File: src/rtl/core/pae_pkg.sv
// ----------------------------------------------------------------------------
// pae_pkg
// Shared types and constants for the pixel alpha extraction pipeline.
// ----------------------------------------------------------------------------
package pae_pkg;

  // source format codes held in the configuration register
  typedef enum logic [3:0] {
    FMT_A16UNORM = 4'd0,
    FMT_OPAQUE   = 4'd1,
    FMT_ARGB4444 = 4'd2,
    FMT_8888     = 4'd3,
    FMT_1010102  = 4'd4,
    FMT_F16RGBA  = 4'd5,
    FMT_F32      = 4'd6,
    FMT_A16HALF  = 4'd7,
    FMT_XR10     = 4'd8,
    FMT_RGBA16   = 4'd9
  } fmt_t;

  localparam logic [3:0] FMT_RESET = 4'd3;

  localparam int unsigned MANT_W  = 24;
  localparam int unsigned SHIFT_W = 6;
  localparam int unsigned PROD_W  = 32;

  // extended-range alpha offset
  localparam logic [9:0] XR10_BIAS = 10'd384;

  // decoded item: either a finished alpha or a significand and right shift
  typedef struct packed {
    logic                 direct;
    logic [7:0]           alpha;
    logic [MANT_W-1:0]    mant;
    logic [SHIFT_W-1:0]   shift;
  } dec_t;

  // scaled item: 255 * significand, still to be shifted
  typedef struct packed {
    logic                 direct;
    logic [7:0]           alpha;
    logic [PROD_W-1:0]    prod;
    logic [SHIFT_W-1:0]   shift;
  } prod_t;

endpackage

File: src/rtl/core/pae_decode.sv
// ----------------------------------------------------------------------------
// pae_decode
// Stage 1: picks the alpha field for the selected format; integer formats and
// out-of-range floats finish here, others yield a significand and right shift.
// ----------------------------------------------------------------------------
module pae_decode (
  input  logic               clk,
  input  logic               rst_n,
  input  logic [3:0]         source_format,
  input  logic               in_valid,
  output logic               in_ready,
  input  logic [63:0]        in_pixel_word,
  output logic               dec_valid,
  input  logic               dec_ready,
  output pae_pkg::dec_t      dec_data
);

  // half float decode
  function automatic pae_pkg::dec_t dec_half(input logic [15:0] h);
    pae_pkg::dec_t d;
    logic [4:0]    ef;
    logic [4:0]    eeff;
    ef   = h[14:10];
    eeff = (ef == 5'd0) ? 5'd1 : ef;
    d.direct = 1'b1;
    d.alpha  = 8'd0;
    d.mant   = '0;
    d.shift  = '0;
    if (ef == 5'd31) begin
      d.alpha = ((h[9:0] == 10'd0) && !h[15]) ? 8'hff : 8'd0;
    end else if (h[15]) begin
      d.alpha = 8'd0;
    end else if (ef >= 5'd15) begin
      d.alpha = 8'hff;
    end else begin
      d.direct = 1'b0;
      d.mant   = {13'd0, (ef != 5'd0), h[9:0]};
      d.shift  = 6'd25 - {1'b0, eeff};
    end
    return d;
  endfunction

  // single float decode
  function automatic pae_pkg::dec_t dec_single(input logic [31:0] f);
    pae_pkg::dec_t d;
    logic [7:0]    ef;
    logic [7:0]    eeff;
    logic [7:0]    sh;
    ef   = f[30:23];
    eeff = (ef == 8'd0) ? 8'd1 : ef;
    sh   = 8'd150 - eeff;
    d.direct = 1'b1;
    d.alpha  = 8'd0;
    d.mant   = '0;
    d.shift  = '0;
    if (ef == 8'd255) begin
      d.alpha = ((f[22:0] == 23'd0) && !f[31]) ? 8'hff : 8'd0;
    end else if (f[31]) begin
      d.alpha = 8'd0;
    end else if (ef >= 8'd127) begin
      d.alpha = 8'hff;
    end else if (sh >= 8'd40) begin
      d.alpha = 8'd0;
    end else begin
      d.direct = 1'b0;
      d.mant   = {(ef != 8'd0), f[22:0]};
      d.shift  = sh[5:0];
    end
    return d;
  endfunction

  logic          valid_r;
  pae_pkg::dec_t data_r;
  pae_pkg::dec_t data_nxt;
  logic [9:0]    xr_raw;
  logic [9:0]    xr_diff;

  assign in_ready  = !valid_r || dec_ready;
  assign dec_valid = valid_r;
  assign dec_data  = data_r;

  assign xr_raw  = in_pixel_word[63:54];
  assign xr_diff = xr_raw - pae_pkg::XR10_BIAS;

  // format select
  always_comb begin
    data_nxt        = '0;
    data_nxt.direct = 1'b1;
    case (source_format)
      pae_pkg::FMT_A16UNORM: data_nxt.alpha = in_pixel_word[15:8];
      pae_pkg::FMT_OPAQUE:   data_nxt.alpha = 8'hff;
      pae_pkg::FMT_ARGB4444: data_nxt.alpha = {in_pixel_word[3:0], in_pixel_word[3:0]};
      pae_pkg::FMT_8888:     data_nxt.alpha = in_pixel_word[31:24];
      pae_pkg::FMT_1010102:  data_nxt.alpha = {4{in_pixel_word[31:30]}};
      pae_pkg::FMT_F16RGBA:  data_nxt = dec_half(in_pixel_word[63:48]);
      pae_pkg::FMT_F32:      data_nxt = dec_single(in_pixel_word[31:0]);
      pae_pkg::FMT_A16HALF:  data_nxt = dec_half(in_pixel_word[15:0]);
      pae_pkg::FMT_XR10: begin
        if (xr_raw < pae_pkg::XR10_BIAS) begin
          data_nxt.alpha = 8'd0;
        end else if (xr_diff[9]) begin
          data_nxt.alpha = 8'hff;
        end else begin
          data_nxt.alpha = xr_diff[8:1];
        end
      end
      pae_pkg::FMT_RGBA16:   data_nxt.alpha = in_pixel_word[63:56];
      default:               data_nxt.alpha = 8'd0;
    endcase
  end

  // stage register
  always_ff @(posedge clk) begin
    if (!rst_n) begin
      valid_r <= 1'b0;
    end else if (in_ready) begin
      valid_r <= in_valid;
    end
  end

  always_ff @(posedge clk) begin
    if (in_ready && in_valid) begin
      data_r <= data_nxt;
    end
  end

endmodule

File: src/rtl/core/pae_mult.sv
// ----------------------------------------------------------------------------
// pae_mult
// Stage 2: scales the float significand by 255 (shift and subtract).
// ----------------------------------------------------------------------------
module pae_mult (
  input  logic               clk,
  input  logic               rst_n,
  input  logic               dec_valid,
  output logic               dec_ready,
  input  pae_pkg::dec_t      dec_data,
  output logic               prod_valid,
  input  logic               prod_ready,
  output pae_pkg::prod_t     prod_data
);

  logic           valid_r;
  pae_pkg::prod_t data_r;
  pae_pkg::prod_t data_nxt;

  assign dec_ready  = !valid_r || prod_ready;
  assign prod_valid = valid_r;
  assign prod_data  = data_r;

  // 255 * m = (m << 8) - m
  always_comb begin
    data_nxt.direct = dec_data.direct;
    data_nxt.alpha  = dec_data.alpha;
    data_nxt.shift  = dec_data.shift;
    data_nxt.prod   = {dec_data.mant, 8'h00} - {8'h00, dec_data.mant};
  end

  // stage register
  always_ff @(posedge clk) begin
    if (!rst_n) begin
      valid_r <= 1'b0;
    end else if (dec_ready) begin
      valid_r <= dec_valid;
    end
  end

  always_ff @(posedge clk) begin
    if (dec_ready && dec_valid) begin
      data_r <= data_nxt;
    end
  end

endmodule

File: src/rtl/core/pae_scale.sv
// ----------------------------------------------------------------------------
// pae_scale
// Stage 3: truncating right shift of the scaled significand, final alpha
// select and output register.
// ----------------------------------------------------------------------------
module pae_scale (
  input  logic               clk,
  input  logic               rst_n,
  input  logic               prod_valid,
  output logic               prod_ready,
  input  pae_pkg::prod_t     prod_data,
  output logic               out_valid,
  input  logic               out_ready,
  output logic [7:0]         out_alpha_byte
);

  logic        valid_r;
  logic [7:0]  alpha_r;
  logic [7:0]  alpha_nxt;
  logic [31:0] shifted;

  assign prod_ready     = !valid_r || out_ready;
  assign out_valid      = valid_r;
  assign out_alpha_byte = alpha_r;

  // value is below one here, so the shifted product fits in a byte
  assign shifted   = prod_data.prod >> prod_data.shift;
  assign alpha_nxt = prod_data.direct ? prod_data.alpha : shifted[7:0];

  // output register
  always_ff @(posedge clk) begin
    if (!rst_n) begin
      valid_r <= 1'b0;
    end else if (prod_ready) begin
      valid_r <= prod_valid;
    end
  end

  always_ff @(posedge clk) begin
    if (prod_ready && prod_valid) begin
      alpha_r <= alpha_nxt;
    end
  end

endmodule

File: src/rtl/core/pixel_alpha_extract_top.sv
// Pipeline: 3 register stages (decode, scale, shift); an accepted item is
// registered by each stage in turn, and out_valid rises once it sits in the
// output register of the shift stage.
// Throughput: one item per cycle while out_ready is high; each stage holds one
// item and moves on as soon as the stage after it is empty or draining.
// Reset: synchronous active-low rst_n empties all stages and sets the source
// format to 8888.
// ----------------------------------------------------------------------------
// pixel_alpha_extract_top
// Extracts an 8-bit alpha from one source pixel word in the configured format.
// ----------------------------------------------------------------------------
module pixel_alpha_extract_top (
  input  logic        clk,
  input  logic        rst_n,
  input  logic        cfg_wr_en,
  input  logic [3:0]  cfg_wr_data,
  input  logic        in_valid,
  output logic        in_ready,
  input  logic [63:0] in_pixel_word,
  output logic        out_valid,
  input  logic        out_ready,
  output logic [7:0]  out_alpha_byte
);

  logic [3:0]     fmt_r;
  logic           dec_valid;
  logic           dec_ready;
  pae_pkg::dec_t  dec_data;
  logic           prod_valid;
  logic           prod_ready;
  pae_pkg::prod_t prod_data;

  // format register
  always_ff @(posedge clk) begin
    if (!rst_n) begin
      fmt_r <= pae_pkg::FMT_RESET;
    end else if (cfg_wr_en) begin
      fmt_r <= cfg_wr_data;
    end
  end

  pae_decode u_decode (
    .clk           (clk),
    .rst_n         (rst_n),
    .source_format (fmt_r),
    .in_valid      (in_valid),
    .in_ready      (in_ready),
    .in_pixel_word (in_pixel_word),
    .dec_valid     (dec_valid),
    .dec_ready     (dec_ready),
    .dec_data      (dec_data)
  );

  pae_mult u_mult (
    .clk        (clk),
    .rst_n      (rst_n),
    .dec_valid  (dec_valid),
    .dec_ready  (dec_ready),
    .dec_data   (dec_data),
    .prod_valid (prod_valid),
    .prod_ready (prod_ready),
    .prod_data  (prod_data)
  );

  pae_scale u_scale (
    .clk            (clk),
    .rst_n          (rst_n),
    .prod_valid     (prod_valid),
    .prod_ready     (prod_ready),
    .prod_data      (prod_data),
    .out_valid      (out_valid),
    .out_ready      (out_ready),
    .out_alpha_byte (out_alpha_byte)
  );

endmodule

File: config.mk
export PLATFORM = sky130hd
export DESIGN_NAME = pixel_alpha_extract_top
export DESIGN_NICKNAME = d
export VERILOG_FILES = /design/src/rtl/core/pae_pkg.sv /design/src/rtl/core/pae_decode.sv /design/src/rtl/core/pae_mult.sv /design/src/rtl/core/pae_scale.sv /design/src/rtl/core/pixel_alpha_extract_top.sv
export SDC_FILE = /design/constraint.sdc
export NUM_CORES = 1
export LEC_CHECK = 0
export ABC_AREA = 0
export BUFFER_PORTS_ARGS = -buffer_cell sky130_fd_sc_hd__buf_4
export CORE_ASPECT_RATIO = 0.9
export CORE_UTILIZATION = 25
export CTS_CLUSTER_SIZE = 10
export DETAILED_ROUTE_END_ITERATION = 7
export GPL_ROUTABILITY_DRIVEN = 0
export GPL_TIMING_DRIVEN = 0
export MAX_ROUTING_LAYER = met4
export PLACE_DENSITY_LB_ADDON = 0.05
export SLEW_MARGIN = 5
export SYNTH_ARGS = -nofsm -noshare
export SYNTH_HDL_FRONTEND = slang
export SYNTH_SLANG_ARGS = --single-unit
File: constraint.sdc
create_clock -name clk -period 4.5 [get_ports clk]
set_input_delay 0.225 -clock clk [delete_from_list [all_inputs] [get_ports clk]]
set_output_delay 0.225 -clock clk [all_outputs]
set_load 0.02 [all_outputs]
# Word level (Yosys, flattened, before mapping)
# Cells that the tools add are included.
[totals]
reg_bits = 101
input_bits = 73
wordCells = 102
[op_classes]
add_sub_neg = 5
n_lt_le_gt_ge = 5
n_eq_ne = 12
n_shift = 1
mux = 41
n_reduce_logical = 25
[op_table]
columns = ["operator", "n"]
rows = [
  ["$mux 8", 16],
  ["$mux 30", 4],
  ["$mux 17", 6],
  ["$pmux 30 s3", 1],
  ["$pmux 8 s10", 1],
  ["$shr 32x6->8", 1],
  ["$sub 32x24->32", 1],
  ["$logic_not 23->1", 1],
  ["$logic_not 10->1", 2],
  ["$eq 4x3->1 const B", 4],
  ["$sub 5x5->6 const A", 2],
  ["$eq 5x5->1 const B", 2],
  ["$ge 5x4->1 const B", 2],
  ["$logic_not 5->1", 2],
  ["$lt 10x9->1 const B", 1],
  ["$mux 1", 10],
  ["$mux 5", 2],
  ["$reduce_bool 5->1", 2],
  ["$sub 10x9->10 const B", 1],
  ["$eq 4x2->1 const B", 2],
  ["$eq 4x4->1 const B", 2],
  ["$eq 8x8->1 const B", 1],
  ["$ge 8x6->1 const B", 1],
  ["$ge 8x7->1 const B", 1],
  ["9 further kinds", 21],
]

# Depth between registers and ports, before layout
[depth]
word_depth = 9
mapped_depth = 9
ltp_nobuf = 8

# Hierarchy
# Synthesis repeated with hierarchy kept, for this count alone.
[unflattened]
hier_cells = 701
hier_area_um2 = 7450.9
[modules_own_cells]
columns = ["module", "n_inst", "cells_each", "area_per_inst_um2", "seq_area_each_um2"]
rows = [
  ["pae_mult", 1, 271, 2940.3, 1431.4],
  ["pae_decode", 1, 233, 2439.8, 1191.1],
  ["pae_scale", 1, 184, 1925.6, 260.2],
  ["pixel_alpha_extract_top", 1, 13, 145.1, 80.1],
]

# Worst setup path after synthesis
# Ideal clock, no wire load.
[synth_path]
path_kind = "register to register"
from = "register u_scale.valid_r (netlist: u_scale.out_valid)"
to = "register u_mult.data_r (netlist bit u_mult.prod_data[0]), enable pin"
setup_time_ns = 0.524
t_arrival_ns = 4.021
t_required_ns = 3.976
setup_slack_ns = -0.044
stages_incl_launch_ff = 3
n_path_buf = 0
period_less_slack_ns = 4.544
path_cell_list = "dfxtp_1 nor2b_1 a21boi_0"
[synth_via]
elab_chain_len = 4
[synth_rtl]
columns = ["item", "line", "text"]
rows = [
  ["start, declared", "pae_scale.sv:17", "logic valid_r;"],
  ["start signal, assigned", "pae_scale.sv:35", "valid_r <= prod_valid;"],
  ["$logic_not 1->1", "pae_scale.sv:22", "assign prod_ready = !valid_r || out_ready;"],
  ["$logic_or 1x1->1", "pae_scale.sv:22", ""],
  ["$logic_or 1x1->1", "pae_mult.sv:20", "assign dec_ready = !valid_r || prod_ready;"],
  ["$logic_and 1x1->1", "pae_mult.sv:42", "if (dec_ready && dec_valid) begin"],
  ["end signal, assigned", "pae_mult.sv:43", "data_r <= data_nxt;"],
  ["end, declared", "pae_mult.sv:17", "pae_pkg::prod_t data_r;"],
]
# Every way passes these cells.
# A chain may end at the register's enable or synchronous reset.

==> out/qor.yml <==
run_status:
  status: "finished, final reports clean"
global_routing:
  overflow: 0
  grt_pass1_wl_mm: 30.8
  grt_usage_pct: 15.3
  antenna_found_initial: 0
  grt_max_degree: 29
  grt_pass1_vias: 5363
floorplanning:
  core.rowCount: 56
  core_um2: 26200
  ioPinCount: 83
  die_h_um: 157
  start_util_pct: 25.6
  die_area_um2: 27400
  die_x_um: 175
cts:
  cts_hold_repair.buffers: 0
  cts-buffers-inserted: 9
  clkLatencyLatePin_ns: 0.35
  clk_pin_slew_ns: 0.08
  post_cts_buffers: 0
  cts_tree: "done"
  clk_path_buf_depth: 2
  h-tree-depth: 3
  cts-root-buf: "clkbuf_16"
  cts_sinks: 101
  ctsResizeCount: 0
hold_path:
  min-delay-start: "rst_n"
  hold_path.class: "primary input to flip-flop"
  hold-path-cell-count: 2
route:
  initialDrtViolationCount: 486
  drc_errors: 0
  vias: 5404
  wl_per_cell_um: 19.1
  ant_nets: 0
  viasPerCell: 5.05
  wirelength_mm: 20.4
  first_pass_iters: 7
worst_setup_path:
  cp.depth: 7
  cp-endpoint: "u_mult.prod_data[36]"
  r2r_cells: 7
  worstPathRequired_ns: 4.54
  cp_top_family: "compound AO/OA/AOI/OAI gates"
  slowest_delay_ns: 0.75
  worst-path-buf-inv: 0
  regToRegSetupSlack_ns: 1.35
  crit_slowest_cell: "o41ai_1"
  regToRegEndpoint: "u_mult.prod_data[36]"
  path_cells: "ha_1, nor4b_1, nand4_1, nand2_1, a21bo_2, a21oi_1, o41ai_1"
  reg2reg_from: "u_decode.dec_data[6]"
  worstPathArrival_ns: 3.19
  crit_fanout: 6
  end_kind: "flip-flop"
  worstSetupStartpointType: "flip-flop"
  crit_start: "u_decode.dec_data[6]"
  path_class: "flip-flop to flip-flop"
cells_and_area:
  antenna_cells: 0
  area_growth_pct: 19.5
  stdcell_area_um2: 8000
  final_cells: 1070
  fill_cells: 2765
  final_nets: 812
  drive_above_1_share_pct: 18.4
logic_synthesis:
  synth_ff_type: "edfxtp_1"
  yosysTopAreaCell: "edfxtp_1"
  syn-num-nets: 734
  ys_warn_count: 0
  synthArstFlopShare_pct: 0
  ys_types: 66
  synth_area_leaders: "edfxtp_1 42%, mux4_2 6.4%, ha_1 4.1%"
  synth_edf_count: 94
  netlist_area_um2: 6700
  synth-seq-cells: 101
  synth_top_area_share_pct: 42.2
  syn_inst: 639
  seq_area_frac_synth_pct: 44.2
  syn_avg_cell_area_um2: 10.5
timing:
  period_share_pct: 69.9
  grt_setup_unrepaired: "false"
  layout_min_cycle_time_ns: 3.15
  setup_viol: 0
  final_max_slew_viol_count: 0
  skew_ns: 0.0114
  hold_violations: 0
  worst_slew_pin_slew_ns: 1.19
  fin_setup_tns_ns: 0
  worst_slew_margin_rel_pct: 19.7
  timing.fmax_ghz: 0.318
place:
  dp_cells: 1054
  dpl.hpwl_mm: 16.8
  io_buffers: 65
  post_dp_cell_area_um2: 7690
power_and_ir_drop:
  p_per_area_nw_per_um2: 294
  vdd_ir_drop_max_v: 0.000229
  p_leak_uw: 0.00294
flow_run:
  cap_violations: 0
where the power goes:
part	switching, uW	internal [uW]
Combinational	255	181
Clock	386	400
Sequential	36.6	1090
Total	677	1670
placed cells by master, fill, tap and decap left out, types with 13 or more instances in the layout:
cell / count
xnor2_1: 18
a21oi_1: 40
clkbuf_1: 19
o21ai_0: 37
nand3_1: 13
nand2_1: 56
nor2_1: 35
mux4_2: 19
ha_1: 22
inv_1: 27
buf_4: 65
mux2i_1: 23
xor2_1: 14
edfxtp_1: 94
sequential cells by signal (all words and copies together) (netlist names):
| name | cells |
|---|---|
| u_mult.prod_data | 47 |
| fmt_r | 4 |
| u_mult.prod_valid | 1 |
| u_scale.out_alpha_byte | 8 |
| u_decode.dec_valid | 1 |
| u_decode.dec_data | 39 |
| u_scale.out_valid | 1 |
worst min-delay path by stage:
stage / end / slack (ns)
2_1_floorplan: fmt_r[0] / 0.29
3_3_place_gp: u_mult.prod_data[44] / 0.41
5_1_grt: fmt_r[1] / 0.08
3_5_place_dp: u_mult.prod_data[40] / 0.40
6_report: fmt_r[1] / 0.08
4_1_cts: fmt_r[1] / 0.07
metal layers:
metal  vias to the layer above  part of all wire, %  GRT usage (%)
met2                       161                   43           22.1
met1                      2596                   50           21.3
met4                         0                  3.1           6.50
li1                       2619                    -              -
met5                         -                    0              -
met3                        28                  4.4           2.17
cell families after synthesis:
family	count (synthesis)	share of synthesized area [%]
AO/OA/AOI/OAI	177	17.7
adder cells (fa/ha/maj)	22	4.11
buffers and inverters	64	3.94
multiplexers	46	10.5
flip-flops	101	44.2
AND/OR/NAND/NOR	197	15.3
XOR/XNOR	32	4.19
layout make-up:
class                           count  area (um^2)  share of cell area, %
Clock buffer                        9          225                   2.82
Clock inverter                      7         88.8                   1.11
Inverter                           29          110                   1.38
Sequential cell                   101         2960                   37.0
Multi-Input combinational cell    474         3500                   43.7
Buffer                             35          154                   1.92
Timing Repair Buffer               67          528                   6.60
Tap cell                          348          435                   5.44
metrics by stage:
stage	hold slack [ns]	setup slack [ns]	utilization [%]	power, uW
after floorplan	0.287	1.20	-	1400
after global placement	0.407	0.283	29.1	1580
after detailed placement	0.405	1.39	29.3	1580
after CTS	0.0691	1.37	30.5	2380
after global routing	0.0790	1.20	30.5	2460
final	0.0774	1.35	30.5	2350
Yosys cell counts, drive strengths merged (9+ instances only):
library cell and count:
edfxtp 94, o21ai 40, nor4 9, nand4 13
xnor2 18, nor2b 12, ha 22, mux2i 23
nand3 13, nand2 56, a22oi 11, nor2 35
a211oi 11, and2 11, a22o 10, mux4 19
buf 16, inv 27, xor2 14, clkbuf 19
a21oi 40
Note: power is estimated with default switching activity, not from simulation.
